===== config.mk =====
export PLATFORM = sky130hd
export DESIGN_NAME = rgb_to_yuyv_pixel_packer_unit_flat
export DESIGN_NICKNAME = d
export VERILOG_FILES = /design/src/rtl/rgbyuyv_pkg.sv /design/src/rtl/rgbyuyv_if.sv /design/src/rtl/rgbyuyv_percent.sv /design/src/rtl/rgb_to_yuyv_pixel_packer_unit.sv /design/src/flat_wrapper.sv
export SDC_FILE = /design/constraint.sdc
export NUM_CORES = 1
export LEC_CHECK = 0
export ABC_CLOCK_PERIOD_IN_PS = 15750
export BUFFER_PORTS_ARGS = -buffer_cell sky130_fd_sc_hd__buf_2
export CAP_MARGIN = 20
export CORE_MARGIN = 1
export CORE_UTILIZATION = 40
export DETAILED_ROUTE_END_ITERATION = 8
export PLACE_DENSITY_LB_ADDON = 0.1
export SYNTH_ARGS = -nofsm -noshare
export SYNTH_HDL_FRONTEND = slang
export SYNTH_HIERARCHICAL = 1
export SYNTH_SLANG_ARGS = --single-unit

===== constraint.sdc =====
create_clock -name i_clk -period 15.75 [get_ports i_clk]
set_input_delay 0 -clock i_clk [delete_from_list [all_inputs] [get_ports i_clk]]
set_output_delay 0 -clock i_clk [all_outputs]
set_load 0.01 [all_outputs]

===== src/rtl/rgbyuyv_pkg.sv =====
// ----------------------------------------------------------------------------
// rgbyuyv_pkg
// Shared types and constants for the RGB888 to YUYV 4:2:2 packer.
// ----------------------------------------------------------------------------
package rgbyuyv_pkg;

    localparam int CHAN_W = 8;
    localparam int PCT_W  = 7;

    typedef logic [CHAN_W-1:0] t_chan;
    typedef logic [PCT_W-1:0]  t_pct;

    // floor(c*100/255) = (c*100*257 + 257) >> 16, exact for 8-bit c
    localparam int SCALE_MUL_W = 15;
    localparam int SCALE_PROD_W = 23;
    localparam logic [SCALE_MUL_W-1:0]  SCALE_MUL   = 15'd25700;
    localparam logic [SCALE_PROD_W-1:0] SCALE_RND   = 23'd257;
    localparam int                      SCALE_SHIFT = 16;

    // floor(209*s/300) = (s * 209 * 111849) >> 25, exact for s <= 300
    localparam int SUM_W       = 9;
    localparam int LUMA_MUL_W  = 25;
    localparam int LUMA_PROD_W = SUM_W + LUMA_MUL_W;
    localparam logic [LUMA_MUL_W-1:0] LUMA_MUL   = 25'd23376441;
    localparam int                    LUMA_SHIFT = 25;
    localparam t_chan                 LUMA_OFS   = 8'd16;
    localparam logic [SUM_W-1:0]      CHROMA_OFS = 9'd128;

endpackage


===== src/rtl/rgbyuyv_if.sv =====
// ----------------------------------------------------------------------------
// rgbyuyv_pix_if / rgbyuyv_out_if
// Valid/ready channels for RGB pixel requests and packed YUYV results.
// ----------------------------------------------------------------------------
interface rgbyuyv_pix_if;
    logic       valid;
    logic       ready;
    logic [7:0] red;
    logic [7:0] green;
    logic [7:0] blue;
    logic       last_pixel;

    modport source (output valid, red, green, blue, last_pixel, input ready);
    modport sink   (input valid, red, green, blue, last_pixel, output ready);
endinterface

interface rgbyuyv_out_if;
    logic       valid;
    logic       ready;
    logic [7:0] chroma;
    logic [7:0] luma;
    logic       last_out;

    modport source (output valid, chroma, luma, last_out, input ready);
    modport sink   (input valid, chroma, luma, last_out, output ready);
endinterface


===== src/rtl/rgbyuyv_percent.sv =====
// ----------------------------------------------------------------------------
// rgbyuyv_percent
// Scales one 8-bit colour channel to 0..100 (c*100/255, truncating).
// ----------------------------------------------------------------------------
module rgbyuyv_percent (
    input  rgbyuyv_pkg::t_chan i_chan,
    output rgbyuyv_pkg::t_pct  o_pct
);
    import rgbyuyv_pkg::*;

    logic [SCALE_PROD_W-1:0] prod;

    assign prod  = SCALE_PROD_W'(i_chan) * SCALE_PROD_W'(SCALE_MUL) + SCALE_RND;
    assign o_pct = prod[SCALE_SHIFT +: PCT_W];

endmodule


===== src/rtl/rgb_to_yuyv_pixel_packer_unit.sv =====
// ----------------------------------------------------------------------------
// rgb_to_yuyv_pixel_packer_unit
// RGB888 pixel stream to packed YUYV 4:2:2 halfwords, one result per pixel.
//
//   channel   modport  payload                        dir
//   i_pix     sink     red, green, blue, last_pixel   in
//   o_yuyv    source   chroma, luma, last_out         out
//
// Two register stages: channel scaling, then luma/chroma. One pixel per
// cycle sustained while o_yuyv.ready holds; each result passes both stages.
// Synchronous active-low reset empties both stages and resets the phase
// to even. A stall on o_yuyv fills the stages, then i_pix.ready drops.
// ----------------------------------------------------------------------------
module rgb_to_yuyv_pixel_packer_unit (
    input  logic  i_clk,
    input  logic  i_rst_n,
    rgbyuyv_pix_if.sink   i_pix,
    rgbyuyv_out_if.source o_yuyv
);
    import rgbyuyv_pkg::*;

    t_pct pct_r, pct_g, pct_b;

    logic r_s1_valid;
    t_pct r_s1_r, r_s1_g, r_s1_b;
    logic r_s1_last;
    logic r_s1_odd;
    logic r_odd;
    logic n_odd;

    logic  r_out_valid;
    t_chan r_chroma, r_luma;
    logic  r_last;

    logic s1_ready, s2_ready;
    logic pix_req;

    logic [SUM_W-1:0]       sum;
    logic [LUMA_PROD_W-1:0] luma_prod;
    logic [SUM_W-1:0]       g34, cb, cr;
    t_chan                  n_luma, n_chroma;

    rgbyuyv_percent u_pct_r (.i_chan(i_pix.red),   .o_pct(pct_r));
    rgbyuyv_percent u_pct_g (.i_chan(i_pix.green), .o_pct(pct_g));
    rgbyuyv_percent u_pct_b (.i_chan(i_pix.blue),  .o_pct(pct_b));

    assign s2_ready    = !r_out_valid || o_yuyv.ready;
    assign s1_ready    = !r_s1_valid || s2_ready;
    assign i_pix.ready = s1_ready;
    assign pix_req     = i_pix.valid && s1_ready;
    assign n_odd       = i_pix.last_pixel ? 1'b0 : ~r_odd;

    always_comb begin
        sum       = SUM_W'(r_s1_r) + SUM_W'(r_s1_g) + SUM_W'(r_s1_b);
        luma_prod = LUMA_PROD_W'(sum) * LUMA_PROD_W'(LUMA_MUL);
        n_luma    = luma_prod[LUMA_SHIFT +: CHAN_W] + LUMA_OFS;
        g34       = (SUM_W'(r_s1_g) * SUM_W'(3)) >> 2;
        cb        = SUM_W'(r_s1_b) + CHROMA_OFS - (SUM_W'(r_s1_r) >> 2) - g34;
        cr        = SUM_W'(r_s1_r) + CHROMA_OFS - g34 - (SUM_W'(r_s1_b) >> 2);
        n_chroma  = r_s1_odd ? cr[CHAN_W-1:0] : cb[CHAN_W-1:0];
    end

    always_ff @(posedge i_clk) begin
        if (!i_rst_n) begin
            r_s1_valid  <= 1'b0;
            r_out_valid <= 1'b0;
            r_odd       <= 1'b0;
        end else begin
            if (s1_ready) begin
                r_s1_valid <= i_pix.valid;
            end
            if (s2_ready) begin
                r_out_valid <= r_s1_valid;
            end
            if (pix_req) begin
                r_odd <= n_odd;
            end
        end
    end

    always_ff @(posedge i_clk) begin
        if (pix_req) begin
            r_s1_r    <= pct_r;
            r_s1_g    <= pct_g;
            r_s1_b    <= pct_b;
            r_s1_last <= i_pix.last_pixel;
            r_s1_odd  <= r_odd;
        end
        if (s2_ready && r_s1_valid) begin
            r_chroma <= n_chroma;
            r_luma   <= n_luma;
            r_last   <= r_s1_last;
        end
    end

    assign o_yuyv.valid    = r_out_valid;
    assign o_yuyv.chroma   = r_chroma;
    assign o_yuyv.luma     = r_luma;
    assign o_yuyv.last_out = r_last;

endmodule

===== src/flat_wrapper.sv =====
// flat-port wrapper written by rule: the top's interface ports become plain ports
module rgb_to_yuyv_pixel_packer_unit_flat import rgbyuyv_pkg::*;
  (i_clk, i_rst_n, i_pix_valid, i_pix_red, i_pix_green, i_pix_blue, i_pix_last_pixel, i_pix_ready, o_yuyv_valid, o_yuyv_chroma, o_yuyv_luma, o_yuyv_last_out, o_yuyv_ready);
  rgbyuyv_pix_if i_pix_i ();
  rgbyuyv_out_if o_yuyv_i ();
  input  logic i_clk;
  input  logic i_rst_n;
  input wire logic [$bits(i_pix_i.valid)-1:0] i_pix_valid;
  input wire logic [$bits(i_pix_i.red)-1:0] i_pix_red;
  input wire logic [$bits(i_pix_i.green)-1:0] i_pix_green;
  input wire logic [$bits(i_pix_i.blue)-1:0] i_pix_blue;
  input wire logic [$bits(i_pix_i.last_pixel)-1:0] i_pix_last_pixel;
  output wire logic [$bits(i_pix_i.ready)-1:0] i_pix_ready;
  output wire logic [$bits(o_yuyv_i.valid)-1:0] o_yuyv_valid;
  output wire logic [$bits(o_yuyv_i.chroma)-1:0] o_yuyv_chroma;
  output wire logic [$bits(o_yuyv_i.luma)-1:0] o_yuyv_luma;
  output wire logic [$bits(o_yuyv_i.last_out)-1:0] o_yuyv_last_out;
  input wire logic [$bits(o_yuyv_i.ready)-1:0] o_yuyv_ready;
  assign i_pix_i.valid = i_pix_valid;
  assign i_pix_i.red = i_pix_red;
  assign i_pix_i.green = i_pix_green;
  assign i_pix_i.blue = i_pix_blue;
  assign i_pix_i.last_pixel = i_pix_last_pixel;
  assign i_pix_ready = i_pix_i.ready;
  assign o_yuyv_valid = o_yuyv_i.valid;
  assign o_yuyv_chroma = o_yuyv_i.chroma;
  assign o_yuyv_luma = o_yuyv_i.luma;
  assign o_yuyv_last_out = o_yuyv_i.last_out;
  assign o_yuyv_i.ready = o_yuyv_ready;
  rgb_to_yuyv_pixel_packer_unit u_core (.i_clk(i_clk), .i_rst_n(i_rst_n), .i_pix(i_pix_i), .o_yuyv(o_yuyv_i));
endmodule

Word level (Yosys, flattened, before mapping). Cells that the tools add are included.

Bits in registers: 43. Input bits: 29. Output and inout bits: 19. Logic and storage cells: 37.

Add/sub/neg operators: 12. $mul: 5. Multiplexer cells: 2. Bitwise gates (word level): 1. Reduce and logical (&&, ||, !) cells: 6.

Operator list (count): 23-bit by 9-bit adder with 23-bit output, second input constant (3); 8-bit by 13-bit multiplier with 21-bit output, second input constant (3); 9-bit by 25-bit multiplier with 33-bit output, second input constant (1); 7-bit by 8-bit adder with 8-bit output, second input constant (2); 8-bit by 5-bit subtractor with 8-bit output (2); 8-bit by 7-bit subtractor with 8-bit output (2); 9-bit by 7-bit adder with 9-bit output (1); 7-bit by 2-bit multiplier with 9-bit output, second input constant (1); 7-bit by 7-bit adder with 8-bit output (1); 8-bit by 5-bit adder with 8-bit output, second input constant (1); 8-bit two-way mux (1); 1-bit logical AND (2); 1-bit zero test (2); 1-bit logical OR (2); 1-bit two-way mux (1); 1-bit NOT (1).

Depth between registers and ports, before layout. Gate-level depths: netlist (run 1).

Depth in word-level cells: 4. Mapped depth: 26. Gate-level depth less buffers: 26.

Cells and area by module. Netlist (run 1), hierarchy kept.

By module, submodules not included: rgb_to_yuyv_pixel_packer_unit (instances 1, cells an instance 550, area an instance 5595.4 µm², seq. area each 1261.2 µm²); rgbyuyv_percent at u_core.u_pct_g (instances 1, cells an instance 231, area an instance 1736.7 µm², seq. area each 0.0 µm²); rgbyuyv_percent at u_core.u_pct_b (instances 1, cells an instance 200, area an instance 1675.4 µm², seq. area each 0.0 µm²); rgbyuyv_percent at u_core.u_pct_r (instances 1, cells an instance 185, area an instance 1579.0 µm², seq. area each 0.0 µm²).

Least setup slack after synthesis (run 1). OpenSTA, ideal clock, no wires.

Path kind: register -> register. From: reg u_core.r_s1_r[1]. To: reg u_core.r_luma[6], in the netlist u_core/o_yuyv.luma[6] (data pin). Setup time: 0.260 ns. Arrival time: 6.515 ns. Data required time: 15.490 ns. Slack: 8.976 ns. Cell stages (with the launch flop): 27. Buffers on the path: 0. Period minus slack after synthesis: 6.774 ns. Cell sequence: edfxtp_1 -> fa_1 -> ha_1 -> fa_1 -> a21o_2 -> a21oi_1 -> nor2b_1 -> o21ai_0 -> nand2_1 -> xor2_1 -> inv_1 -> ha_1 -> inv_1 -> fa_1 -> fa_1 -> fa_1 -> inv_1 -> ha_1 -> o21ai_0 -> nor3_1 -> a21oi_1 -> o2bb2ai_1 -> or3_1 -> xor2_2 -> ha_1 -> xor2_1 -> xnor2_1.

Longest elaborated chain between the ends: 4.

Ends and longest elaborated chain: start, declared (line rgb_to_yuyv_pixel_packer_unit.sv:25) `t_pct r_s1_r, r_s1_g, r_s1_b;`; start signal, assigned (line rgb_to_yuyv_pixel_packer_unit.sv:83) `r_s1_r <= pct_r;`; 7-bit by 7-bit adder with 8-bit output (line rgb_to_yuyv_pixel_packer_unit.sv:54) `sum = SUM_W'(r_s1_r) + SUM_W'(r_s1_g) + SUM_W'(r_s1_b);`; 9-bit by 7-bit adder with 9-bit output (line rgb_to_yuyv_pixel_packer_unit.sv:54); 9-bit by 25-bit multiplier with 33-bit output (line rgb_to_yuyv_pixel_packer_unit.sv:55) `luma_prod = LUMA_PROD_W'(sum) * LUMA_PROD_W'(LUMA_MUL);`; 8-bit by 5-bit adder with 8-bit output (line rgb_to_yuyv_pixel_packer_unit.sv:56) `n_luma = luma_prod[LUMA_SHIFT +: CHAN_W] + LUMA_OFS;`; via u_core.n_luma[6] (line rgb_to_yuyv_pixel_packer_unit.sv:41) `t_chan n_luma, n_chroma;`; end signal, assigned (line rgb_to_yuyv_pixel_packer_unit.sv:91) `r_luma <= n_luma;`; end, declared (line rgb_to_yuyv_pixel_packer_unit.sv:32) `t_chan r_chroma, r_luma;`.

The timed path passes the listed nets, and every way through them passes these cells. A chain may end at the register's enable or synchronous reset.

Worst setup path after layout (run 1). Ends and elaborated chain as after synthesis.

==> results.py, run 1 <==
metrics = {
    "final_layout": {
        "antenna_cells": 0,
        "final_common_cell": "inv_1",
        "final_cell_mix": "inv_1 (265), ha_1 (226), fa_1 (92)",
        "drive_above_1_share": 0.0920,
        "design_area_mm2": 0.0113,
        "area_delta_synth_final_pct": 6.72,
        "final_nets": 1553,
    },
    "global_route": {
        "antenna_found_initial": 0,
        "grt_pass1_wl_um": 37200,
        "gr-total-overflow": 0,
        "grt_max_degree": 24,
        "grt.total_usage": 0.169,
        "grt_pass1_vias": 7668,
    },
    "detailed_routing": {
        "wl_per_cell_um": 14.1,
        "drt_pass1_iterations": 4,
        "ant_nets": 0,
        "num_vias": 7803,
        "drcViolationCount": 0,
        "drt_wl_total_um": 21700,
        "dr_wl_met2_um": 10100,
        "routedLengthMet1_um": 11000,
        "drtIter0Drc": 399,
        "top_layer": "met4",
        "dr_wl_met3_um": 512,
        "viasPerCell": 5.06,
    },
    "synth": {
        "avgSynthCellArea_um2": 9.08,
        "syn_area_mm2": 0.0106,
        "synth_ff_type": "edfxtp_1",
        "synth.yosys.seq_area_share": 0.119,
        "synth_top_area_frac": 0.267,
        "synthTopCellsByArea": "ha_1 (27%), fa_1 (17%), edfxtp_1 (11%)",
        "synthesis.nets": 1513,
        "synthArstFlopShare": 0,
        "syn_inst": 1166,
        "synth_edf_count": 40,
        "yosys_warnings": 6,
        "synth_area_leader_cell": "ha_1",
        "synth.distinct_cells": 98,
        "synth-seq-cells": 43,
    },
    "sta": {
        "slew_headroom": 0.394,
        "hold_violations": 0,
        "tightest_slew_ns": 0.910,
        "min_period_ns": 7.22,
        "setup_viol": 0,
        "grt_setup_unrepaired": "false",
        "tns_ns": 0,
        "fin_crit_sh": 0.458,
        "final.setup.worst_slack_ns": 8.53,
        "finClkSkew_ns": 0.00373,
        "fmaxAchievable_mhz": 138,
        "finalMaxSlewViolations": 0,
        "whs_ns": 0.0499,
    },
    "clocking": {
        "clk_pin_slew_worst_paths_ns": 0.06,
        "htreeDepth": 2,
        "root_buffer": "clkbuf_16",
        "postCtsSetupBuffers": 0,
        "cts_tree": "yes",
        "cts_sinks": 43,
        "cts_made_buffers": 5,
        "clkLatencyLatePin_ns": 0.29,
        "cts_max_path_buffers": 2,
    },
    "setup_path": {
        "r2r_cells": 26,
        "slowest_stage": "fa_1",
        "worst_setup_path_start_kind": "flip-flop",
        "cpMostUsedCell": "fa_1",
        "worstPathRequired_ns": 15.79,
        "path_delay_family": "adder cells",
        "reg2reg_from": "u_core/r_s1_r[1]",
        "cp_slowest_stage_delay_ns": 0.58,
        "reg2reg_slack_ns": 8.53,
        "end_kind": "flip-flop",
        "worstPathMaxFanout": 5,
        "cp.arrival_ns": 7.26,
        "path_buf_inv": 3,
        "worstSetupPathType": "flip-flop to flip-flop",
        "timing.rr.end": "u_core/o_yuyv.luma[6]",
    },
    "floorplanning": {
        "die_h_um": 165,
        "pin_count": 48,
        "start_util": 0.407,
        "core_mm2": 0.0260,
        "dieArea_mm2": 0.0271,
        "core.rowCount": 59,
        "die_width_um": 165,
    },
    "worst_hold_path": {
        "min_from": "o_yuyv_ready",
        "hold_class": "input pin to flip-flop",
        "holdPathStages": 3,
        "min_to": "u_core/o_yuyv.valid",
    },
    "placed_design": {
        "place_area_mm2": 0.0111,
        "place_ws_ns": 8.52,
        "hpwl_um": 19100,
        "finalWeightedCongestion": 0.852,
        "io_buffers": 47,
    },
    "outcome": {
        "status": "finished clean",
    },
    "job": {
        "cap_violations": 0,
    },
}
## sequential cells by signal, indices dropped and copies added, names as in the netlist
signal                  cells
u_core/r_s1_last            1
u_core/o_yuyv.chroma        8
u_core/o_yuyv.last_out      1
u_core/r_s1_valid           1
u_core/r_s1_odd             1
u_core/o_yuyv.luma          8
u_core/r_s1_b               7
u_core/r_odd                1
u_core/r_s1_r               7
u_core/r_s1_g               7
u_core/o_yuyv.valid         1
## through the flow
step,cells,utilization
6_report,1542,0.435
5_1_grt,1542,0.435
4_1_cts,1542,0.435
3_5_place_dp,1531,0.428
3_3_place_gp,1531,0.428
2_1_floorplan,1166,-
## synthesized netlist by cell type, drive strengths merged, types with 4 or more instances
| master | n |
|---|---|
| xnor2 | 46 |
| and2 | 11 |
| or3 | 10 |
| buf | 10 |
| o2111ai | 5 |
| nand2b | 8 |
| a311oi | 7 |
| xor2 | 24 |
| ha | 226 |
| nor4 | 10 |
| nand4 | 11 |
| o211ai | 5 |
| o21ai | 30 |
| a31oi | 6 |
| a21o | 27 |
| clkbuf | 9 |
| nand2 | 39 |
| nand3 | 21 |
| edfxtp | 40 |
| nor2b | 16 |
| a21oi | 54 |
| a211oi | 13 |
| nand4b | 4 |
| o21a | 11 |
| nor3 | 31 |
| inv | 266 |
| or2 | 6 |
| o21bai | 5 |
| fa | 92 |
| and3 | 4 |
| nor2 | 52 |
| mux2i | 9 |
## per-layer routing
layer | vias up | global-route usage
li1 | 4036 | -
met1 | 3652 | 0.243
met2 | 105 | 0.284
met3 | 10 | 0.0100
met4 | 0 | 0.0259
met5 | - | 0
## worst max path at each step
stage                     start               endpoint  slack (ns)  cells after the start
3_5_place_dp   u_core/r_s1_r[1]  u_core/o_yuyv.luma[6]        8.52                     26
6_report       u_core/r_s1_r[1]  u_core/o_yuyv.luma[6]        8.53                     26
2_1_floorplan  u_core/r_s1_r[1]  u_core/o_yuyv.luma[6]        8.98                     26
5_1_grt        u_core/r_s1_r[1]  u_core/o_yuyv.luma[7]        8.01                     26
4_1_cts        u_core/r_s1_r[1]  u_core/o_yuyv.luma[6]        8.49                     26
3_3_place_gp   u_core/r_s1_r[1]  u_core/o_yuyv.luma[6]        8.63                     26
## area by class of cell
type / count / area [µm²]
fillers: 2605 / 14700
multi-input cells: 837 / 8190
flip-flops and latches: 43 / 1260
inverters: 267 / 1000
well taps: 335 / 419
repair buffers: 52 / 280
clock buffers: 6 / 129
clock inverters: 2 / 12.5
## kinds of logic (layout without fill, tap and decap cells)
logic type / after synthesis / after routing / share of synthesized area
muxes: 10 / 10 / 0.00957
DFF: 43 / 43 / 0.119
buffers and inverters: 286 / 327 / 0.107
adders and majority gates: 318 / 318 / 0.441
xor gates and xnor gates: 70 / 70 / 0.0593
AOI/OAI and AO/OA: 201 / 201 / 0.138
and+or+nand+nor: 238 / 238 / 0.126
## worst register-to-register path, delay by kind of cell (launching register included)
| kind | cells | cell delay (ns) |
|---|---|---|
| AOI/OAI and AO/OA | 6 | 1.07 |
| adders and majority gates | 9 | 3.62 |
| xor gates and xnor gates | 4 | 0.89 |
| DFF | 1 | 0.49 |
| buffers and inverters | 3 | 0.31 |
| and+or+nand+nor | 4 | 0.60 |
## repair_timing
item | in CTS | in global routing
hold buffers | 3 | 0
hold endpoints to repair | 4 | 0
resized for setup | 0 | 0
Power of run 1 is left out: the tool's default activity adds up to more than one toggle a clock period on the data nets, which glitch-free logic cannot reach.
==> inputs of run 2 (changes only) <==
Settings changed: ABC_AREA set to 1, ABC_CLOCK_PERIOD_IN_PS 15750 to 6100.
Clock period 15.75 ns to 6.1 ns, I/O delays scaled along.
==> run 2 against run 1 <==
  * Critical path depth shrank 1
  * Sequential share of layout area shrank 1.9 points
  * Core utilization grew 1.3 points
  * Routed wire length grew 36%
  * Worst setup slack lost 8.3 ns
  * Fmax grew 23%
  * Die area grew 17%
  * Count of clock-buffer cells in the layout is the same
  * Register-to-register slack lost 8.3 ns
  * Sequential cell count is the same
  * Synthesized cell count grew 57%
  * Critical path type unchanged
  * Highest routed layer unchanged
==> results.py, run 2 <==
metrics = {
    "outcome": {
        "status": "finished clean",
    },
    "synth": {
        "syn_inst": 1836,
        "synth_top_area_frac": 0.228,
        "synth-seq-cells": 43,
        "synthTopCellsByArea": "ha_1 (23%), fa_1 (15%), nand2_1 (15%)",
        "synth_ff_type": "edfxtp_1",
        "synthesis.nets": 2183,
        "synth_edf_count": 40,
        "synthArstFlopShare": 0,
        "syn_area_mm2": 0.0124,
        "synth.yosys.seq_area_share": 0.102,
        "avgSynthCellArea_um2": 6.76,
        "yosys_warnings": 6,
        "synth_top_cells_by_count": "nand2_1 (483), inv_1 (462), ha_1 (226), nor2_1 (130), nand3_1 (105)",
        "synth_area_leader_cell": "ha_1",
        "synth.distinct_cells": 45,
        "yosysMostFrequentCell": "nand2_1",
    },
    "sta": {
        "finClkSkew_ns": 0.00411,
        "min_period_ns": 5.85,
        "slew_headroom": 0.365,
        "tightest_slew_ns": 0.951,
        "fmaxAchievable_mhz": 171,
        "hold_violations": 0,
        "setup_viol": 0,
        "finalMaxSlewViolations": 0,
        "fin_crit_sh": 0.959,
    },
    "floorplanning": {
        "start_util": 0.407,
        "die_width_um": 178,
        "die_h_um": 178,
        "core.rowCount": 64,
        "dieArea_mm2": 0.0317,
        "pin_count": 48,
        "core_mm2": 0.0305,
    },
    "clocking": {
        "cts_tree": "yes",
        "cts_sinks": 43,
        "htreeDepth": 2,
        "cts_made_buffers": 5,
        "root_buffer": "clkbuf_16",
        "cts_max_path_buffers": 2,
        "clk_pin_slew_worst_paths_ns": 0.06,
        "clkLatencyLatePin_ns": 0.29,
    },
    "global_route": {
        "grt.total_usage": 0.195,
        "grt_pass1_wl_um": 49800,
        "grt_max_degree": 26,
        "antenna_found_initial": 0,
        "grt_pass1_vias": 10540,
        "gr-total-overflow": 0,
    },
    "final_layout": {
        "area_delta_synth_final_pct": 10.2,
        "final_nets": 2258,
        "final_common_cell": "nand2_1",
        "drive_above_1_share": 0.105,
        "antenna_cells": 0,
        "final_cell_mix": "nand2_1 (478), inv_1 (461), ha_1 (215)",
        "design_area_mm2": 0.0137,
    },
    "job": {
        "cap_violations": 0,
    },
    "detailed_routing": {
        "drtIter0Drc": 488,
        "num_vias": 10899,
        "drt_pass1_iterations": 5,
        "drcViolationCount": 0,
        "drt_wl_total_um": 29600,
        "viasPerCell": 4.72,
        "ant_nets": 0,
        "wl_per_cell_um": 12.8,
    },
    "placed_design": {
        "place_area_mm2": 0.0131,
        "hpwl_um": 26200,
        "finalWeightedCongestion": 0.881,
        "io_buffers": 47,
    },
    "setup_path": {
        "worstPathMaxFanout": 7,
        "worstPathRequired_ns": 6.15,
        "reg2reg_slack_ns": 0.25,
        "end_kind": "flip-flop",
        "cp.arrival_ns": 5.89,
        "worst_setup_path_start_kind": "flip-flop",
        "worstSetupPathType": "flip-flop to flip-flop",
    },
    "worst_hold_path": {
        "hold_class": "flip-flop to flip-flop",
    },
}
==> run 2: routing by layer <==
| metal | wire length, µm | part of all wire | vias to the layer above | GRT usage |
|---|---|---|---|---|
| li1 | - | - | 5800 | - |
| met1 | 13900 | 0.47 | 4950 | 0.250 |
| met2 | 14900 | 0.50 | 127 | 0.359 |
| met3 | 587 | 0.020 | 22 | 0.0130 |
| met4 | 304 | 0.010 | 0 | 0.0313 |
| met5 | 0 | 0 | - | 0 |
==> run 2: kinds of logic (layout without fill, tap and decap cells) <==
group | after synthesis | after routing | synth area share
adder cells (fa/ha/maj) | 318 | 318 | 0.376
multiplexers | 1 | 1 | 0.000807
buffers and inverters | 478 | 554 | 0.147
AO/OA/AOI/OAI | 104 | 104 | 0.0459
XOR/XNOR | 25 | 25 | 0.0189
flip-flops | 43 | 43 | 0.102
AND/OR/NAND/NOR | 867 | 867 | 0.310
==> run 2: worst max-delay path, stage by stage, from the launching register on <==
cell and delay (ns):
edfxtp_1 0.42, fa_1 0.50, ha_2 0.21, fa_2 0.43
nand4_1 0.13, o211ai_2 0.15, xnor2_4 0.35, fa_1 0.49
ha_1 0.29, inv_1 0.05, fa_1 0.48, fa_1 0.54
inv_1 0.04, ha_1 0.37, nand2_1 0.09, nand2_1 0.06
nand2_1 0.06, nand2_1 0.06, a21oi_2 0.15, nand2_1 0.11
nand2_1 0.09, nand3_1 0.09, nand2_2 0.09, inv_1 0.04
ha_1 0.18, xnor2_1 0.12
==> run 2: layout make-up <==
cell class                      count  area (µm²)
Tap cell                          396         495
Inverter                          474        1780
Multi-Input combinational cell   1315        9510
Clock inverter                      2        60.1
Timing Repair Buffer               72         433
Sequential cell                    43        1260
Clock buffer                        6         129
Fill cell                        3196       16800
==> run 2: metrics by stage <==
step | setup TNS, ns | util | setup WS, ns | cells | hold WS, ns
2_1_floorplan | 0 | - | 0.297 | 1836 | 0.0989
3_3_place_gp | 0 | 0.431 | 0.103 | 2281 | 0.207
3_5_place_dp | 0 | 0.431 | 0.0234 | 2281 | 0.207
4_1_cts | 0 | 0.438 | 0.00490 | 2293 | 0.433
5_1_grt | -0.0110 | 0.448 | -0.0110 | 2308 | 0.433
6_report | 0 | 0.448 | 0.252 | 2308 | 0.433
==> run 2: what timing repair did <==
action	in CTS	in global routing
buffers inserted	0	15
resized for setup	0	31
hold endpoints to repair	4	0
setup endpoints to repair	0	5
hold buffers	4	0
==> run 2: path summary, 6_finish.rpt <==
path                                       start  depth (start not counted)                     end
worst max-delay path            u_core/r_s1_r[1]                         25   u_core/o_yuyv.luma[6]
worst min-delay path            u_core/r_s1_last                          0  u_core/o_yuyv.last_out
worst max register to register  u_core/r_s1_r[1]                         25   u_core/o_yuyv.luma[6]
worst min register to register  u_core/r_s1_last                          0  u_core/o_yuyv.last_out
Power of run 2 is left out for the same reason.
